===== src/design/lsbp_pkg.sv =====
// ----------------------------------------------------------------------------
// lsbp_pkg: shared constants for the LSB-first bit packer
// Field widths of the input and result channels and the default chunk limit.
// ----------------------------------------------------------------------------
package lsbp_pkg;

    // fixed payload widths
    localparam int SRC_W    = 40;
    localparam int START_W  = 3;
    localparam int COUNT_W  = 6;
    localparam int BYTE_W   = 8;
    localparam int VALID_W  = 4;

    // default largest chunk taken from one item
    localparam int MAX_CHUNK_BITS_DEF = 32;

    // valid_bits code of a completed byte
    localparam logic [VALID_W-1:0] FULL_BYTE_BITS = 4'd8;

    // func codes
    localparam logic FUNC_APPEND = 1'b0;
    localparam logic FUNC_FLUSH  = 1'b1;

endpackage


===== src/design/lsbp_front.sv =====
// ----------------------------------------------------------------------------
// lsbp_front: input classification
// Saturates the bit count and extracts the chunk of source bits to append.
// ----------------------------------------------------------------------------
module lsbp_front #(
    parameter int MAX_CHUNK_BITS = lsbp_pkg::MAX_CHUNK_BITS_DEF,
    parameter int TW             = $clog2(MAX_CHUNK_BITS + 8)
) (
    input  logic [lsbp_pkg::SRC_W-1:0]   source_bits,
    input  logic [lsbp_pkg::START_W-1:0] start_bit,
    input  logic [lsbp_pkg::COUNT_W-1:0] bit_count,
    output logic [MAX_CHUNK_BITS-1:0]    chunk,
    output logic [TW-1:0]                chunk_len
);
    import lsbp_pkg::*;

    localparam int SHW = (MAX_CHUNK_BITS > SRC_W) ? MAX_CHUNK_BITS : SRC_W;

    logic              over_limit;
    logic [SHW-1:0]    shifted;
    logic [MAX_CHUNK_BITS-1:0] len_mask;

    // count saturation
    assign over_limit = bit_count > COUNT_W'(MAX_CHUNK_BITS);
    assign chunk_len  = over_limit ? TW'(MAX_CHUNK_BITS) : TW'(bit_count);

    // align to start bit; bits above the source word read as zero
    assign shifted  = SHW'(source_bits) >> start_bit;
    assign len_mask = {MAX_CHUNK_BITS{1'b1}} >> (TW'(MAX_CHUNK_BITS) - chunk_len);
    assign chunk    = shifted[MAX_CHUNK_BITS-1:0] & len_mask;

endmodule


===== src/design/lsbp_queue.sv =====
// ----------------------------------------------------------------------------
// lsbp_queue: two-entry queue between front and back
// Holds classified items so that input and output stall independently.
// ----------------------------------------------------------------------------
module lsbp_queue #(
    parameter int DW = 8
) (
    input  logic          aclk,
    input  logic          aresetn,
    input  logic          push,
    input  logic [DW-1:0] push_data,
    output logic          full,
    input  logic          pop,
    output logic [DW-1:0] pop_data,
    output logic          empty
);
    logic [DW-1:0] entry_reg [2];
    logic          wr_ptr_reg;
    logic          rd_ptr_reg;
    logic [1:0]    count_reg;

    assign full     = count_reg == 2'd2;
    assign empty    = count_reg == 2'd0;
    assign pop_data = entry_reg[rd_ptr_reg];

    // storage
    always_ff @(posedge aclk) begin
        if (push) begin
            entry_reg[wr_ptr_reg] <= push_data;
        end
    end

    // pointers and fill level
    always_ff @(posedge aclk) begin
        if (!aresetn) begin
            wr_ptr_reg <= 1'b0;
            rd_ptr_reg <= 1'b0;
            count_reg  <= 2'd0;
        end else begin
            if (push) begin
                wr_ptr_reg <= ~wr_ptr_reg;
            end
            if (pop) begin
                rd_ptr_reg <= ~rd_ptr_reg;
            end
            unique case ({push, pop})
                2'b10:   count_reg <= count_reg + 2'd1;
                2'b01:   count_reg <= count_reg - 2'd1;
                default: count_reg <= count_reg;
            endcase
        end
    end

endmodule


===== src/design/lsbp_back.sv =====
// ----------------------------------------------------------------------------
// lsbp_back: byte emitter
// Merges a chunk into the partial byte and emits one byte per cycle while the output is not stalled.
// ----------------------------------------------------------------------------
module lsbp_back #(
    parameter int MAX_CHUNK_BITS = lsbp_pkg::MAX_CHUNK_BITS_DEF,
    parameter int TW             = $clog2(MAX_CHUNK_BITS + 8)
) (
    input  logic                          aclk,
    input  logic                          aresetn,
    input  logic                          q_empty,
    input  logic                          q_flush,
    input  logic [MAX_CHUNK_BITS-1:0]     q_chunk,
    input  logic [TW-1:0]                 q_len,
    output logic                          q_pop,
    output logic                          m_valid,
    input  logic                          m_ready,
    output logic [lsbp_pkg::BYTE_W-1:0]   m_packed_byte,
    output logic [lsbp_pkg::VALID_W-1:0]  m_valid_bits,
    output logic                          m_last_of_run
);
    import lsbp_pkg::*;

    localparam int AW = MAX_CHUNK_BITS + 7;

    logic          busy_reg;
    logic          flush_reg;
    logic [AW-1:0] acc_reg;
    logic [TW-1:0] total_reg;
    logic [6:0]    partial_reg;
    logic [2:0]    pcount_reg;

    logic                m_valid_reg;
    logic [BYTE_W-1:0]   byte_reg;
    logic [VALID_W-1:0]  nbits_reg;
    logic                last_reg;

    logic          out_free;
    logic          have_full;
    logic          have_part;
    logic          emit;
    logic [TW-1:0] rem;
    logic [AW-1:0] acc_shift;
    logic          full_last;
    logic [AW-1:0] acc_load;

    // result selection
    assign out_free  = !m_valid_reg || m_ready;
    assign have_full = total_reg >= TW'(BYTE_W);
    assign have_part = (flush_reg == FUNC_FLUSH) && (total_reg != '0) && !have_full;
    assign emit      = busy_reg && out_free && (have_full || have_part);
    assign rem       = total_reg - TW'(BYTE_W);
    assign acc_shift = acc_reg >> BYTE_W;
    assign full_last = (rem < TW'(BYTE_W)) && !((flush_reg == FUNC_FLUSH) && (rem != '0));
    assign acc_load  = AW'(partial_reg) | (AW'(q_chunk) << pcount_reg);
    assign q_pop     = !busy_reg && !q_empty;

    assign m_valid       = m_valid_reg;
    assign m_packed_byte = byte_reg;
    assign m_valid_bits  = nbits_reg;
    assign m_last_of_run = last_reg;

    // sequencer: load, emit bytes, commit the leftover partial byte
    always_ff @(posedge aclk) begin
        if (!aresetn) begin
            busy_reg    <= 1'b0;
            flush_reg   <= 1'b0;
            total_reg   <= '0;
            partial_reg <= '0;
            pcount_reg  <= '0;
            m_valid_reg <= 1'b0;
        end else begin
            if (m_valid_reg && m_ready && !emit) begin
                m_valid_reg <= 1'b0;
            end
            if (q_pop) begin
                busy_reg  <= 1'b1;
                flush_reg <= q_flush;
                acc_reg   <= acc_load;
                total_reg <= TW'(pcount_reg) + q_len;
            end else if (busy_reg) begin
                priority if (emit && have_full) begin
                    m_valid_reg <= 1'b1;
                    byte_reg    <= acc_reg[BYTE_W-1:0];
                    nbits_reg   <= FULL_BYTE_BITS;
                    last_reg    <= full_last;
                    acc_reg     <= acc_shift;
                    total_reg   <= rem;
                    if (full_last) begin
                        busy_reg    <= 1'b0;
                        partial_reg <= acc_shift[6:0];
                        pcount_reg  <= rem[2:0];
                    end
                end else if (emit) begin
                    // flushed partial byte, upper bits already zero
                    m_valid_reg <= 1'b1;
                    byte_reg    <= acc_reg[BYTE_W-1:0];
                    nbits_reg   <= VALID_W'(total_reg);
                    last_reg    <= 1'b1;
                    busy_reg    <= 1'b0;
                    partial_reg <= '0;
                    pcount_reg  <= '0;
                end else if (!have_full && !have_part) begin
                    // nothing left to emit for this item
                    busy_reg    <= 1'b0;
                    partial_reg <= (flush_reg == FUNC_FLUSH) ? 7'd0 : acc_reg[6:0];
                    pcount_reg  <= (flush_reg == FUNC_FLUSH) ? 3'd0 : total_reg[2:0];
                end else begin
                    // output register occupied: hold until it drains
                end
            end
        end
    end

    // a short byte is always the last of its run
    a_short_is_last: assert property (@(posedge aclk) disable iff (!aresetn)
        m_valid_reg && (nbits_reg != FULL_BYTE_BITS) |-> last_reg)
        else $error("partial byte not marked last");

    // a flushed byte carries zeros above its valid bits
    a_short_clean: assert property (@(posedge aclk) disable iff (!aresetn)
        m_valid_reg && (nbits_reg != FULL_BYTE_BITS) |-> ((byte_reg >> nbits_reg) == '0))
        else $error("flushed byte has stray upper bits");

    // valid_bits is never zero
    a_nonzero_bits: assert property (@(posedge aclk) disable iff (!aresetn)
        m_valid_reg |-> (nbits_reg != '0) && (nbits_reg <= FULL_BYTE_BITS))
        else $error("bad valid_bits code");

    // emitting the last byte ends the item
    a_last_ends: assert property (@(posedge aclk) disable iff (!aresetn)
        emit && (have_part || full_last) |=> !busy_reg)
        else $error("emitter still busy after last byte");

endmodule


===== src/design/lsb_first_bit_packer_top.sv =====
// ----------------------------------------------------------------------------
// lsb_first_bit_packer_top: LSB-first bit packer
// Appends variable-length bit fields to a byte stream and emits full bytes and flushed partial bytes.
// ----------------------------------------------------------------------------
// Each transfer appends up to MAX_CHUNK_BITS bits (count saturates there) to
// a partial-byte accumulator; every completed byte is sent out with
// valid_bits 8, and func=1 then flushes a leftover partial byte (upper bits
// zero) and clears the accumulator. The final byte caused by one item has
// last_of_run set; an item that completes and flushes nothing produces no
// output. The emitter drives one byte per cycle while the output is not
// stalled; it loads an item before emitting its result bytes and takes no
// new item until it is done with the last one. A two-entry queue behind
// the input lets new items arrive while the emitter is busy.
module lsb_first_bit_packer_top #(
    parameter int MAX_CHUNK_BITS = lsbp_pkg::MAX_CHUNK_BITS_DEF
) (
    input  logic                           aclk,
    input  logic                           aresetn,
    input  logic                           s_valid,
    output logic                           s_ready,
    input  logic                           s_func,
    input  logic [lsbp_pkg::SRC_W-1:0]     s_source_bits,
    input  logic [lsbp_pkg::START_W-1:0]   s_start_bit,
    input  logic [lsbp_pkg::COUNT_W-1:0]   s_bit_count,
    output logic                           m_valid,
    input  logic                           m_ready,
    output logic [lsbp_pkg::BYTE_W-1:0]    m_packed_byte,
    output logic [lsbp_pkg::VALID_W-1:0]   m_valid_bits,
    output logic                           m_last_of_run
);
    import lsbp_pkg::*;

    localparam int TW = $clog2(MAX_CHUNK_BITS + 8);
    localparam int QW = 1 + TW + MAX_CHUNK_BITS;

    logic [MAX_CHUNK_BITS-1:0] chunk;
    logic [TW-1:0]             chunk_len;
    logic                      q_full;
    logic                      q_empty;
    logic                      q_pop;
    logic [QW-1:0]             q_out;

    assign s_ready = !q_full;

    // input side
    lsbp_front #(
        .MAX_CHUNK_BITS (MAX_CHUNK_BITS),
        .TW             (TW)
    ) u_front (
        .source_bits (s_source_bits),
        .start_bit   (s_start_bit),
        .bit_count   (s_bit_count),
        .chunk       (chunk),
        .chunk_len   (chunk_len)
    );

    // decoupling queue
    lsbp_queue #(
        .DW (QW)
    ) u_queue (
        .aclk      (aclk),
        .aresetn   (aresetn),
        .push      (s_valid && s_ready),
        .push_data ({s_func, chunk_len, chunk}),
        .full      (q_full),
        .pop       (q_pop),
        .pop_data  (q_out),
        .empty     (q_empty)
    );

    // output side
    lsbp_back #(
        .MAX_CHUNK_BITS (MAX_CHUNK_BITS),
        .TW             (TW)
    ) u_back (
        .aclk          (aclk),
        .aresetn       (aresetn),
        .q_empty       (q_empty),
        .q_flush       (q_out[QW-1]),
        .q_chunk       (q_out[MAX_CHUNK_BITS-1:0]),
        .q_len         (q_out[QW-2:MAX_CHUNK_BITS]),
        .q_pop         (q_pop),
        .m_valid       (m_valid),
        .m_ready       (m_ready),
        .m_packed_byte (m_packed_byte),
        .m_valid_bits  (m_valid_bits),
        .m_last_of_run (m_last_of_run)
    );

endmodule

===== config.mk =====
export PLATFORM = sky130hd
export DESIGN_NAME = lsb_first_bit_packer_top
export DESIGN_NICKNAME = d
export VERILOG_FILES = /design/src/design/lsbp_pkg.sv /design/src/design/lsbp_front.sv /design/src/design/lsbp_queue.sv /design/src/design/lsbp_back.sv /design/src/design/lsb_first_bit_packer_top.sv
export SDC_FILE = /design/constraint.sdc
export NUM_CORES = 1
export LEC_CHECK = 0
export ABC_AREA = 1
export BUFFER_PORTS_ARGS = -buffer_cell sky130_fd_sc_hd__buf_2
export CAP_MARGIN = 20
export CORE_UTILIZATION = 31
export DETAILED_ROUTE_END_ITERATION = 8
export HOLD_SLACK_MARGIN = 0.12
export PLACE_DENSITY = 0.53
export SLEW_MARGIN = 10
export SYNTH_ARGS = -nofsm -noshare
export SYNTH_HDL_FRONTEND = slang
export SYNTH_SLANG_ARGS = --single-unit

===== constraint.sdc =====
create_clock -name aclk -period 9.4 [get_ports aclk]
set_input_delay 0.94 -clock aclk [delete_from_list [all_inputs] [get_ports aclk]]
set_output_delay 0.94 -clock aclk [all_outputs]
set_load 0.1 [all_outputs]

==> reports/qor.json, run 1 <==
{
  "num_io_pins": {"value": 69},
  "synthesis.nets": {"value": 1192},
  "largest_register_ff_count": {"value": 78},
  "synth_xor_xnor_area_share": {"value": 0.00199},
  "power_per_cell_area": {"value": 315, "unit": "nW/um2"},
  "floorplan.die_area": {"value": 29100, "unit": "um2"},
  "floorplan.die.width": {"value": 171, "unit": "um"},
  "gpl.final_weighted_congestion": {"value": 0.853},
  "drt_first_iter_violations": {"value": 382},
  "ys_top_cells_by_count": {"value": "404 x nand2_1, 130 x edfxtp_1, 116 x nand3_1, 99 x o21ai_0, 74 x nor2_1"},
  "first_pass_grt_wire_length": {"value": 34500, "unit": "um"},
  "synth_compound_area_frac": {"value": 0.109},
  "drive_above_1_share": {"value": 0.130},
  "slew_violations": {"value": 0},
  "synthMostInstantiatedCell": {"value": "nand2_1"},
  "routed_via_count": {"value": 7215},
  "max_cap_viol_count": {"value": 0},
  "clock_tree.buffer_depth": {"value": 2},
  "dr.pass1.iters": {"value": 5},
  "cp_top_family": {"value": "XOR/XNOR gates"},
  "detailed_place_hpwl": {"value": 15100, "unit": "um"},
  "power.leakage": {"value": 4.20, "unit": "nW"},
  "worstPathBufferInverterCount": {"value": 3},
  "yosysTopAreaCell": {"value": "edfxtp_1"},
  "yosys-mux-area-fraction": {"value": 0.00341},
  "grt_util_all_layers": {"value": 0.150},
  "nNetsFinal": {"value": 1227},
  "yosys.area.top_type_share": {"value": 0.443},
  "cts_htree_levels": {"value": 4},
  "std_cell_rows": {"value": 61},
  "synth.area.top_cells": {"value": "edfxtp_1 44%, nand2_1 17%, nand3_1 6.6%, o21ai_0 5.6%, dfxtp_1 5.5%"},
  "critPathKind": {"value": "in -> reg"},
  "tightestPinTransition": {"value": 1030, "unit": "ps"},
  "max-slew-margin-rel": {"value": 0.313},
  "insertedDiodeCount": {"value": 0},
  "cts_setup_buffers": {"value": 0},
  "floorplan.initialDensity": {"value": 0.316},
  "fmaxAchievable": {"value": 0.313, "unit": "GHz"},
  "run_status": {"value": "complete, no violations"},
  "ant_nets": {"value": 0},
  "synth.avg_cell_area": {"value": 7.81, "unit": "um2"},
  "r2r_setup_slack": {"value": 6530, "unit": "ps"},
  "required": {"value": 9560, "unit": "ps"},
  "critPathSlowestCell": {"value": "xor2_1"},
  "crit_path_end_kind": {"value": "register"},
  "timing.final.ws_setup": {"value": 6200, "unit": "ps"},
  "synth-seq-cells": {"value": 154},
  "drc": {"value": 0},
  "cts.hold.buffers_added": {"value": 0},
  "async_flop_share": {"value": 0},
  "cts_tree": {"value": "yes"},
  "post_synth_and_or_nand_nor_area_fraction": {"value": 0.310},
  "total_number_of_yosys_warnings": {"value": 0},
  "totalWireLength": {"value": 20900, "unit": "um"},
  "dominant_combinational_cell_family_by_area_after_synthesis": {"value": "simple AND/OR/NAND/NOR gates"},
  "critPathLaunchType": {"value": "input port"},
  "worst_path_largest_cell_delay": {"value": 800, "unit": "ps"},
  "postSynthCellCount": {"value": 1128},
  "initial_antenna_violation_count": {"value": 0},
  "cts.reportedPaths.clkPinSlew": {"value": 60, "unit": "ps"},
  "setup_violations": {"value": 0},
  "clkLatencyLatePin": {"value": 420, "unit": "ps"},
  "wl_per_cell": {"value": 13.5, "unit": "um"},
  "number_of_i_o_port_buffers": {"value": 67},
  "synth.distinct_cells": {"value": 38},
  "cts-resized-gates": {"value": 0},
  "viasPerCell": {"value": 4.64},
  "finClkSkew": {"value": 9.84, "unit": "ps"},
  "synth_fa_ha_area_frac": {"value": 0.0151},
  "synth.yosys.seq_area_share": {"value": 0.498},
  "die_h": {"value": 171, "unit": "um"},
  "layout-area-overhead-vs-synth": {"value": 13.5, "unit": "%"},
  "ys.flop_type": {"value": "edfxtp_1"},
  "vdd_drop_max": {"value": 0.000172, "unit": "V"},
  "period_needed": {"value": 3200, "unit": "ps"},
  "post_synth_instance_area": {"value": 8810, "unit": "um2"},
  "cts_buffers": {"value": 17},
  "timing.setup.tns": {"value": 0, "unit": "ps"},
  "coreArea": {"value": 27900, "unit": "um2"},
  "clock_sink_count": {"value": 154},
  "pre_cts_ws": {"value": 5790, "unit": "ps"},
  "layout_worst_path_cycle_share": {"value": 0.340},
  "min-delay-path-class": {"value": "reg -> reg"},
  "grt_start_max_net_pins": {"value": 43},
  "cts.root.buffer_cell": {"value": "clkbuf_16"},
  "synth_enable_flop_cells": {"value": 130},
  "worst_path_cell_chain": {"value": "buf_2, nor2_1, nand3_1, nand2_1, nand2_1, ha_1, nand3_1, xor2_1, inv_1, o21ai_0, inv_1"},
  "critical_path_arrival": {"value": 3360, "unit": "ps"},
  "first_global_vias": {"value": 6775},
  "rsz_0062_raised_after_global_routing": {"value": "false"},
  "grt_remaining_overflow": {"value": 0},
  "hold_violations": {"value": 0},
  "maximum_fanout_along_the_worst_path": {"value": 13}
}
-- cell usage in the layout, fill, tap and decap left out, types with 2 or more instances in the layout --
cell type	Yosys	final
nand2_1	404	404
edfxtp_1	130	130
nand3_1	116	116
o21ai_0	99	99
nor2_1	74	71
buf_2	21	67
inv_1	62	62
a21oi_1	42	42
o21ai_1	30	30
or2_2	28	28
dfxtp_1	24	24
clkbuf_16	0	17
ha_1	9	9
inv_2	8	8
o211ai_1	7	7
clkinv_1	2	6
nor2_4	2	5
buf_4	4	5
nand2_2	4	4
and2_1	4	4
inv_6	0	4
mux2i_1	3	3
nor3b_2	3	3
clkinv_4	0	3
a31oi_1	2	2
nand3b_1	2	2
nor3_1	2	2
o221ai_1	2	2
xor2_1	2	2
nor3b_1	2	2
clkinvlp_4	0	2
-- through the flow --
stage | hold slack [ps] | area (um2) | power [mW] | std cells | util
final | 418 | 9990 | 3.15 | 1554 | 0.359
after global routing | 446 | 9990 | 3.41 | 1554 | 0.359
after CTS | 419 | 9970 | 3.17 | 1552 | 0.358
after detailed placement | 405 | 9420 | 2.52 | 1520 | 0.338
after global placement | 404 | 9390 | 2.50 | 1519 | 0.337
after floorplan | 400 | 8810 | 2.17 | 1128 | -
-- cells by family after synthesis --
group / count (synthesis)
compound gates: 185
xor+xnor: 2
fa+ha+maj: 10
buf+inv: 130
flops: 154
mux: 3
simple gates: 644
-- area by class of cell --
| cell class | count | area, um2 |
|---|---|---|
| clock buffer | 18 | 429 |
| timing repair buffer | 74 | 415 |
| inverter | 72 | 270 |
| multi-input combinational | 844 | 3900 |
| tap | 378 | 473 |
| clock inverter | 14 | 121 |
| sequential | 154 | 4380 |
| fill | 2949 | 17900 |
-- report_power, final --
part / internal [mW] / total, mW / switching, mW / leakage (nW)
sequential: 1.01 / 1.10 / 0.0900 / 1.42
clock: 0.365 / 0.642 / 0.277 / 0.262
combinational: 0.411 / 1.41 / 0.998 / 2.51
total: 1.78 / 3.15 / 1.36 / 4.20
-- routing by layer --
metal	track usage	wire, um
met1	0.211	10700
met3	0.0275	670
met4	0.0443	311
met5	0	0
met2	0.235	9200
-- final timing paths --
| check | startpoint | endpoint | cells past startpoint |
|---|---|---|---|
| setup / recovery | s_bit_count[0] | u_queue.entry_reg[0][15] | 11 |
| hold / removal | u_back.acc_reg[7] | u_back.m_packed_byte[7] | 0 |
| setup reg to reg | register | u_back.total_reg[4] | 15 |
| hold reg to reg | u_back.acc_reg[7] | u_back.m_packed_byte[7] | 0 |
(Power assumes the default switching activity.)
==> run 2, diff against run 1 <==
Settings changed: ABC_AREA 1 to 0.
Clock period 9.4 ns to 3.15 ns, I/O delays scaled along.
==> reports/qor.json, run 2 <==
{
  "first_pass_grt_wire_length": {"value": 31800, "unit": "um", "change": "was 34500 um"},
  "yosys-mux-area-fraction": {"value": 0.253, "change": "was 0.00341"},
  "ys_top_cells_by_count": {"value": "139 x mux2i_1, 130 x edfxtp_1, 57 x nand2_1, 38 x nor2_1, 33 x mux4_2", "change": "was 404 x nand2_1, 130 x edfxtp_1, 116 x nand3_1, 99 x o21ai_0, 74 x nor2_1"},
  "largest_register_ff_count": {"value": 78, "change": "unchanged"},
  "ys.flop_type": {"value": "edfxtp_1", "change": "unchanged"},
  "drive_above_1_share": {"value": 0.222, "change": "was 0.130"},
  "grt_remaining_overflow": {"value": 0, "change": "unchanged"},
  "synth_fa_ha_area_frac": {"value": 0.0153, "change": "was 0.0151"},
  "worst_setup_path_endpoint": {"value": "u_back.total_reg[5]", "change": "was u_queue.entry_reg[0][15]"},
  "total_number_of_yosys_warnings": {"value": 0, "change": "unchanged"},
  "ant_nets": {"value": 0, "change": "unchanged"},
  "critical_path_arrival": {"value": 2730, "unit": "ps", "change": "was 3360 ps"},
  "timing.final.ws_setup": {"value": 707, "unit": "ps", "change": "was 6200 ps"},
  "synthMostInstantiatedCell": {"value": "mux2i_1", "change": "was nand2_1"},
  "crit-reg2reg-capture": {"value": "u_back.total_reg[5]", "change": "was u_back.total_reg[4]"},
  "vdd_drop_max": {"value": 0.000405, "unit": "V", "change": "was 0.000172 V"},
  "slew_violations": {"value": 0, "change": "unchanged"},
  "cts_buffers": {"value": 17, "change": "unchanged"},
  "fmaxAchievable": {"value": 0.409, "unit": "GHz"},
  "coreArea": {"value": 27200, "unit": "um2", "change": "was 27900 um2"},
  "max-slew-margin-rel": {"value": 0.325, "change": "was 0.313"},
  "run_status": {"value": "complete, no violations", "change": "unchanged"},
  "viasPerCell": {"value": 5.06, "change": "was 4.64"},
  "synth_enable_flop_cells": {"value": 130, "change": "unchanged"},
  "cts.root.buffer_cell": {"value": "clkbuf_16", "change": "unchanged"},
  "nNetsFinal": {"value": 826, "change": "was 1227"},
  "finClkSkew": {"value": 8.24, "unit": "ps", "change": "was 9.84 ps"},
  "critPathKind": {"value": "reg -> reg", "change": "was in -> reg"},
  "worstRegToRegCells": {"value": 8, "change": "was 15"},
  "post-layout-total-power": {"value": 7.91, "unit": "mW", "change": "was 3.15 mW"},
  "fin_util": {"value": 0.371, "change": "was 0.359"},
  "dr.pass1.iters": {"value": 4, "change": "was 5"},
  "synth.yosys.seq_area_share": {"value": 0.506, "change": "was 0.498"},
  "clkLatencyLatePin": {"value": 420, "unit": "ps", "change": "about the same"},
  "cts.reportedPaths.clkPinSlew": {"value": 70, "unit": "ps", "change": "was 60 ps"},
  "drc": {"value": 0, "change": "unchanged"},
  "number_of_i_o_port_buffers": {"value": 67, "change": "unchanged"},
  "synth.distinct_cells": {"value": 50, "change": "was 38"},
  "worst_path_largest_cell_delay": {"value": 710, "unit": "ps", "change": "was 800 ps"},
  "floorplan.initialDensity": {"value": 0.319, "change": "was 0.316"},
  "hold_start": {"value": "m_ready", "change": "was u_back.acc_reg[7]"},
  "critPathSlowestCell": {"value": "dfxtp_2", "change": "was xor2_1"},
  "std_cell_rows": {"value": 60, "change": "was 61"},
  "dominant_combinational_cell_family_by_area_after_synthesis": {"value": "multiplexers", "change": "was simple AND/OR/NAND/NOR gates"},
  "setup_violations": {"value": 0, "change": "unchanged"},
  "cts_tree": {"value": "yes", "change": "unchanged"},
  "critPathLaunchType": {"value": "register", "change": "was input port"},
  "max_cap_viol_count": {"value": 0, "change": "unchanged"},
  "post_synth_instance_area": {"value": 8660, "unit": "um2", "change": "was 8810 um2"},
  "timing.setup.tns": {"value": 0, "unit": "ps", "change": "unchanged"},
  "mostFrequentLayoutCells": {"value": "139 x mux2i_1, 130 x edfxtp_1, 67 x buf_2, 57 x nand2_1, 37 x nor2_1", "change": "was 404 x nand2_1, 130 x edfxtp_1, 116 x nand3_1, 99 x o21ai_0, 71 x nor2_1"},
  "detailed_place_hpwl": {"value": 14800, "unit": "um", "change": "was 15100 um"},
  "insertedDiodeCount": {"value": 0, "change": "unchanged"},
  "totalWireLength": {"value": 19900, "unit": "um", "change": "was 20900 um"},
  "drt_first_iter_violations": {"value": 330, "change": "was 382"},
  "die_h": {"value": 169, "unit": "um", "change": "was 171 um"},
  "required": {"value": 3440, "unit": "ps", "change": "was 9560 ps"},
  "clock_tree.buffer_depth": {"value": 2, "change": "unchanged"},
  "clock_sink_count": {"value": 154, "change": "unchanged"},
  "floorplan.die_area": {"value": 28600, "unit": "um2", "change": "was 29100 um2"},
  "synth_xor_xnor_area_share": {"value": 0.00910, "change": "was 0.00199"},
  "r2r_setup_slack": {"value": 710, "unit": "ps", "change": "was 6530 ps"},
  "power_per_cell_area": {"value": 785, "unit": "nW/um2", "change": "was 315 nW/um2"},
  "gpl.final_weighted_congestion": {"value": 0.791, "change": "was 0.853"},
  "async_flop_share": {"value": 0, "change": "unchanged"},
  "worstPathBufferInverterCount": {"value": 1, "change": "was 3"},
  "layout.cells.non_filler": {"value": 1147, "change": "was 1554"},
  "grt_start_max_net_pins": {"value": 40, "change": "was 43"},
  "period_needed": {"value": 2440, "unit": "ps"},
  "layout_worst_path_cycle_share": {"value": 0.775},
  "path_depth": {"value": 8, "change": "was 11"},
  "synth.area.top_cells": {"value": "edfxtp_1 45%, mux2i_1 16%, mux4_2 8.6%, dfxtp_1 5.5%, o221ai_1 2.5%", "change": "was edfxtp_1 44%, nand2_1 17%, nand3_1 6.6%, o21ai_0 5.6%, dfxtp_1 5.5%"},
  "first_global_vias": {"value": 5675, "change": "was 6775"},
  "worst_path_cell_chain": {"value": "mux2i_1, inv_1, ha_1, a21o_1, a21oi_1, nor3_1, xor2_1, a211oi_2", "change": "was buf_2, nor2_1, nand3_1, nand2_1, nand2_1, ha_1, nand3_1, xor2_1, inv_1, o21ai_0, inv_1"},
  "fin_worst_hold_slack": {"value": 265, "unit": "ps", "change": "was 418 ps"},
  "hold_violations": {"value": 0, "change": "unchanged"},
  "post_synth_and_or_nand_nor_area_fraction": {"value": 0.0959, "change": "was 0.310"},
  "layout.cells.most_common": {"value": "mux2i_1", "change": "was nand2_1"},
  "grt_util_all_layers": {"value": 0.143, "change": "was 0.150"},
  "synth.avg_cell_area": {"value": 12.4, "unit": "um2", "change": "was 7.81 um2"},
  "initial_antenna_violation_count": {"value": 0, "change": "unchanged"},
  "cp_top_family": {"value": "flip-flops", "change": "was XOR/XNOR gates"},
  "yosys.area.top_type_share": {"value": 0.451, "change": "was 0.443"},
  "floorplan.die.width": {"value": 169, "unit": "um", "change": "was 171 um"},
  "rsz_0062_raised_after_global_routing": {"value": "false", "change": "unchanged"},
  "finish.instance_area": {"value": 10100, "unit": "um2", "change": "was 9990 um2"},
  "maximum_fanout_along_the_worst_path": {"value": 18, "change": "was 13"},
  "pre_cts_ws": {"value": 464, "unit": "ps", "change": "was 5790 ps"},
  "tightestPinTransition": {"value": 1010, "unit": "ps", "change": "was 1030 ps"},
  "dpl.cell_count": {"value": 1114, "change": "was 1520"},
  "synth-seq-cells": {"value": 154, "change": "unchanged"},
  "cts_htree_levels": {"value": 4, "change": "unchanged"},
  "power.leakage": {"value": 3.83, "unit": "nW", "change": "was 4.20 nW"},
  "wl_per_cell": {"value": 17.4, "unit": "um", "change": "was 13.5 um"},
  "synthesis.nets": {"value": 763, "change": "was 1192"},
  "crit_path_end_kind": {"value": "register", "change": "unchanged"},
  "layout-area-overhead-vs-synth": {"value": 16.3, "unit": "%", "change": "was 13.5%"},
  "postSynthCellCount": {"value": 699, "change": "was 1128"},
  "placed_area": {"value": 9480, "unit": "um2", "change": "was 9420 um2"},
  "routed_via_count": {"value": 5800, "change": "was 7215"},
  "min-delay-path-class": {"value": "in -> reg", "change": "was reg -> reg"},
  "synth_compound_area_frac": {"value": 0.0854, "change": "was 0.109"},
  "yosysTopAreaCell": {"value": "edfxtp_1", "change": "unchanged"},
  "num_io_pins": {"value": 69, "change": "unchanged"}
}
==> run 2: cell types whose count changed in the layout (fill, tap and decap cells not counted), moves of 28 or more <==
cell	change
nor2_1	-34
o21ai_0	-78
inv_1	-40
nand2_1	-347
mux4_2	+33
or2_2	-28
nand3_1	-109
mux2i_1	+136
o21ai_1	-29
==> run 2: worst min path at each step <==
stage                              endpoint  slack, ps  cells past startpoint
finish                       u_back.m_valid        260                      3
global route                 u_back.m_valid        260                      3
CTS                          u_back.m_valid        240                      3
detailed placement  u_back.m_packed_byte[7]        410                      0
global placement    u_back.m_packed_byte[7]        410                      0
floorplan           u_back.m_packed_byte[7]        400                      0
==> run 2: final cells by class <==
cell class                      count  area, um2
Multi-Input combinational cell    472       4000
Fill cell                        2676      17100
Inverter                           23       86.3
Sequential cell                   154       4390
Timing Repair Buffer               94        553
Clock buffer                       17        425
Clock inverter                     15        160
Tap cell                          372        465
==> run 2: worst reg2reg max path, delay by kind of cell (launching register included) <==
| kind | cells | cell delay (ps) |
|---|---|---|
| flip-flops | 1 | 710 |
| adder cells (fa/ha/maj) | 1 | 270 |
| AND/OR/NAND/NOR | 1 | 90 |
| XOR/XNOR | 1 | 290 |
| multiplexers | 1 | 400 |
| buffers and inverters | 1 | 80 |
| AO/OA/AOI/OAI | 3 | 470 |
==> run 2: cell families (layout without fill, tap and decap cells) <==
group | after synthesis | count (layout)
compound gates | 107 | 107
buf+inv | 73 | 149
flops | 154 | 154
mux | 177 | 177
fa+ha+maj | 10 | 10
simple gates | 169 | 169
xor+xnor | 9 | 9
==> run 2: power breakdown <==
group | internal, mW | switching, mW | leakage (nW)
Combinational | 1.06 | 1.67 | 2.13
Sequential | 2.89 | 0.261 | 1.42
Clock | 1.12 | 0.899 | 0.275
Total | 5.07 | 2.84 | 3.83
==> run 2: timing repair <==
| item | 4_1_cts | 5_1_grt |
|---|---|---|
| hold endpoints to repair | 2 | 0 |
| resized for setup | 0 | 0 |
| buffers inserted | 0 | 0 |
| hold buffers | 1 | 0 |
==> run 2: layer usage <==
metal,vias to the layer above,GRT usage,wire [um]
met5,-,0,0
met4,0,0.0443,289
met3,17,0.0261,568
met2,121,0.225,9330
met1,2836,0.201,9740
li1,2826,-,-
==> run 3, diff against run 2 <==
Settings changed: PLACE_DENSITY 0.53 to 0.54.
Clock period 3.15 ns to 2.15 ns, I/O delays scaled along.
==> reports/qor.json, run 3 (synthesis gave the netlist of run 2 again) <==
{
  "run_status": {"value": "finished, violations left", "change": "was complete, no violations"},
  "failed_checks": {"value": "negative setup slack"},
  "num-fill-cells": {"value": 2634, "change": "was 2676"},
  "wl_per_cell": {"value": 16.7, "unit": "um", "change": "was 17.4 um"},
  "min-delay-path-class": {"value": "in -> reg", "change": "unchanged"},
  "mostFrequentLayoutCells": {"value": "136 x mux2i_1, 130 x edfxtp_1, 70 x buf_2, 57 x nand2_1, 52 x buf_4", "change": "was 139 x mux2i_1, 130 x edfxtp_1, 67 x buf_2, 57 x nand2_1, 37 x nor2_1"},
  "dpl.cell_count": {"value": 1150, "change": "was 1114"},
  "first_global_vias": {"value": 5765, "change": "was 5675"},
  "insertedDiodeCount": {"value": 0, "change": "unchanged"},
  "clkLatencyLatePin": {"value": 420, "unit": "ps", "change": "about the same"},
  "crit-reg2reg-capture": {"value": "u_back.acc_reg[16]", "change": "was u_back.total_reg[5]"},
  "floorplan.die_area": {"value": 28600, "unit": "um2", "change": "unchanged"},
  "initial_antenna_violation_count": {"value": 0, "change": "unchanged"},
  "cts.reportedPaths.clkPinSlew": {"value": 60, "unit": "ps", "change": "was 70 ps"},
  "cp_top_family": {"value": "compound AO/OA/AOI/OAI gates", "change": "was flip-flops"},
  "cts_htree_levels": {"value": 4, "change": "unchanged"},
  "power.leakage": {"value": 4.06, "unit": "nW", "change": "was 3.83 nW"},
  "hold_depth": {"value": 2, "change": "was 3"},
  "floorplan.die.width": {"value": 169, "unit": "um", "change": "unchanged"},
  "setup_violations": {"value": 34, "change": "was 0"},
  "finClkSkew": {"value": 12.8, "unit": "ps", "change": "was 8.24 ps"},
  "r2r_setup_slack": {"value": -20, "unit": "ps", "change": "was 710 ps"},
  "drive_above_1_share": {"value": 0.273, "change": "was 0.222"},
  "totalWireLength": {"value": 19800, "unit": "um", "change": "was 19900 um"},
  "rsz_0062_raised_after_global_routing": {"value": "true", "change": "was false"},
  "worst_path_cell_chain": {"value": "inv_2, ha_4, or4b_4, a221o_2, a21oi_4, buf_12", "change": "was mux2i_1, inv_1, ha_1, a21o_1, a21oi_1, nor3_1, xor2_1, a211oi_2"},
  "power_per_cell_area": {"value": 1130, "unit": "nW/um2", "change": "was 785 nW/um2"},
  "cts_buffers": {"value": 17, "change": "unchanged"},
  "cts.root.buffer_cell": {"value": "clkbuf_16", "change": "unchanged"},
  "critical_path_arrival": {"value": 2280, "unit": "ps", "change": "was 2730 ps"},
  "grt_util_all_layers": {"value": 0.140, "change": "was 0.143"},
  "worstRegToRegCells": {"value": 6, "change": "was 8"},
  "drt_first_iter_violations": {"value": 412, "change": "was 330"},
  "max-slew-margin-rel": {"value": 0.540, "change": "was 0.325"},
  "nNetsFinal": {"value": 868, "change": "was 826"},
  "grt_remaining_overflow": {"value": 0, "change": "unchanged"},
  "grt_start_max_net_pins": {"value": 40, "change": "unchanged"},
  "floorplan.initialDensity": {"value": 0.319, "change": "unchanged"},
  "worst_hold_path.endpoint": {"value": "u_queue.entry_reg[0][37]", "change": "was u_back.m_valid"},
  "period_needed": {"value": 2170, "unit": "ps", "change": "was 2440 ps"},
  "coreArea": {"value": 27200, "unit": "um2", "change": "unchanged"},
  "num_io_pins": {"value": 69, "change": "unchanged"},
  "worstPathBufferInverterCount": {"value": 2, "change": "was 1"},
  "clock_tree.buffer_depth": {"value": 2, "change": "unchanged"},
  "layout.cells.non_filler": {"value": 1189, "change": "was 1147"},
  "required": {"value": 2270, "unit": "ps", "change": "was 3440 ps"},
  "first_pass_grt_wire_length": {"value": 31000, "unit": "um", "change": "was 31800 um"},
  "slew_violations": {"value": 0, "change": "unchanged"},
  "fmaxAchievable": {"value": 0.461, "unit": "GHz", "change": "was 0.409 GHz"},
  "layout-area-overhead-vs-synth": {"value": 21.4, "unit": "%", "change": "was 16.3%"},
  "vdd_drop_max": {"value": 0.000577, "unit": "V", "change": "was 0.000405 V"},
  "critPathKind": {"value": "reg -> reg", "change": "unchanged"},
  "viasPerCell": {"value": 4.96, "change": "was 5.06"},
  "number_of_i_o_port_buffers": {"value": 67, "change": "unchanged"},
  "hold_start": {"value": "s_bit_count[5]", "change": "was m_ready"},
  "hold_violations": {"value": 0, "change": "unchanged"},
  "detailed_place_hpwl": {"value": 14700, "unit": "um", "change": "was 14800 um"},
  "worst_path_largest_cell_delay": {"value": 460, "unit": "ps", "change": "was 710 ps"},
  "gpl.final_weighted_congestion": {"value": 0.747, "change": "was 0.791"},
  "layout_worst_path_cycle_share": {"value": 1.01, "change": "was 0.775"},
  "drc": {"value": 0, "change": "unchanged"},
  "cts_tree": {"value": "yes", "change": "unchanged"},
  "routed_via_count": {"value": 5898, "change": "was 5800"},
  "max_cap_viol_count": {"value": 0, "change": "unchanged"},
  "timing.final.ws_setup": {"value": -17.1, "unit": "ps", "change": "was 707 ps"},
  "dr.pass1.iters": {"value": 5, "change": "was 4"},
  "maximum_fanout_along_the_worst_path": {"value": 20, "change": "was 18"},
  "r2r-start": {"value": "u_back.total_reg[4]"},
  "crit_path_end_kind": {"value": "register", "change": "unchanged"},
  "die_h": {"value": 169, "unit": "um", "change": "unchanged"},
  "critPathLaunchType": {"value": "register", "change": "unchanged"},
  "std_cell_rows": {"value": 60, "change": "unchanged"},
  "largest_register_ff_count": {"value": 78, "change": "unchanged"},
  "clock_sink_count": {"value": 154, "change": "unchanged"},
  "ant_nets": {"value": 0, "change": "unchanged"},
  "critPathSlowestCell": {"value": "or4b_4", "change": "was dfxtp_2"},
  "layout.cells.most_common": {"value": "mux2i_1", "change": "unchanged"},
  "fin_util": {"value": 0.387, "change": "was 0.371"},
  "timing.setup.tns": {"value": -350, "unit": "ps", "change": "was 0 ps"},
  "tightestPinTransition": {"value": 686, "unit": "ps", "change": "was 1010 ps"}
}
## run 3: cell count changes in the layout (fill, tap and decap cells not counted), sizes merged
cell      before  now
inv           30   24
clkinv         3    4
buf           93  134
clkinvlp       4    5
clkbuf        17   22
## run 3: worst max path at each step
stage / end / start / slack [ps] / cells after the start
2_1_floorplan: u_back.acc_reg[0] / u_back.total_reg[3] / -460 / 5
3_3_place_gp: u_queue.entry_reg[0][14] / s_bit_count[5] / 9 / 8
3_5_place_dp: u_queue.entry_reg[1][14] / s_bit_count[5] / -50 / 9
4_1_cts: u_back.partial_reg[5] / u_back.total_reg[4] / 30 / 8
5_1_grt: u_back.acc_reg[23] / u_back.total_reg[4] / -90 / 6
6_report: u_back.acc_reg[16] / u_back.total_reg[4] / -20 / 6
## run 3: report_power, final
group          switching [mW]  leakage (nW)  internal [mW]
Clock                    1.16         0.256           1.62
Sequential              0.300          1.42           4.23
Combinational            2.65          2.38           1.90
## run 3: metal layers
layer / GRT usage / wire (um)
met1: 0.198 / 9780
met3: 0.0219 / 657
met5: 0 / 0
met4: 0.0486 / 318
met2: 0.216 / 9050
## run 3: worst register-to-register path: stages (launching register included)
cell and delay (ps):
dfxtp_2 320, inv_2 60, ha_4 110, or4b_4 460, a221o_2 420, a21oi_4 270
buf_12 210
## run 3: metrics by stage
stage	total power [mW]	hold WS (ps)	worst slack, ps	area, um2
finish	11.9	180	-17.1	10500
global route	12.5	190	-86.0	10500
CTS	11.8	155	27.1	10400
detailed placement	9.00	405	-51.1	9860
global placement	8.96	405	9.15	9860
floorplan	7.65	314	-457	8720
## run 3: area by class of cell
type	count	area (um2)	area share
clock buffer	21	450	0.0428
clock inverter	11	100	0.00952
inverter	23	86.3	0.00821
multi-input combinational	472	4030	0.383
sequential	154	4390	0.418
tap	372	465	0.0443
timing repair buffer	136	990	0.0941
## run 3: timing repair
action / CTS / global route
buffers inserted: 0 / 1
endpoints found under the setup margin: 1 / 50
hold buffers: 1 / 0
cloned: 0 / 5
hold endpoints to repair: 2 / 0
resized for setup: 1 / 11
pin swaps: 1 / 0
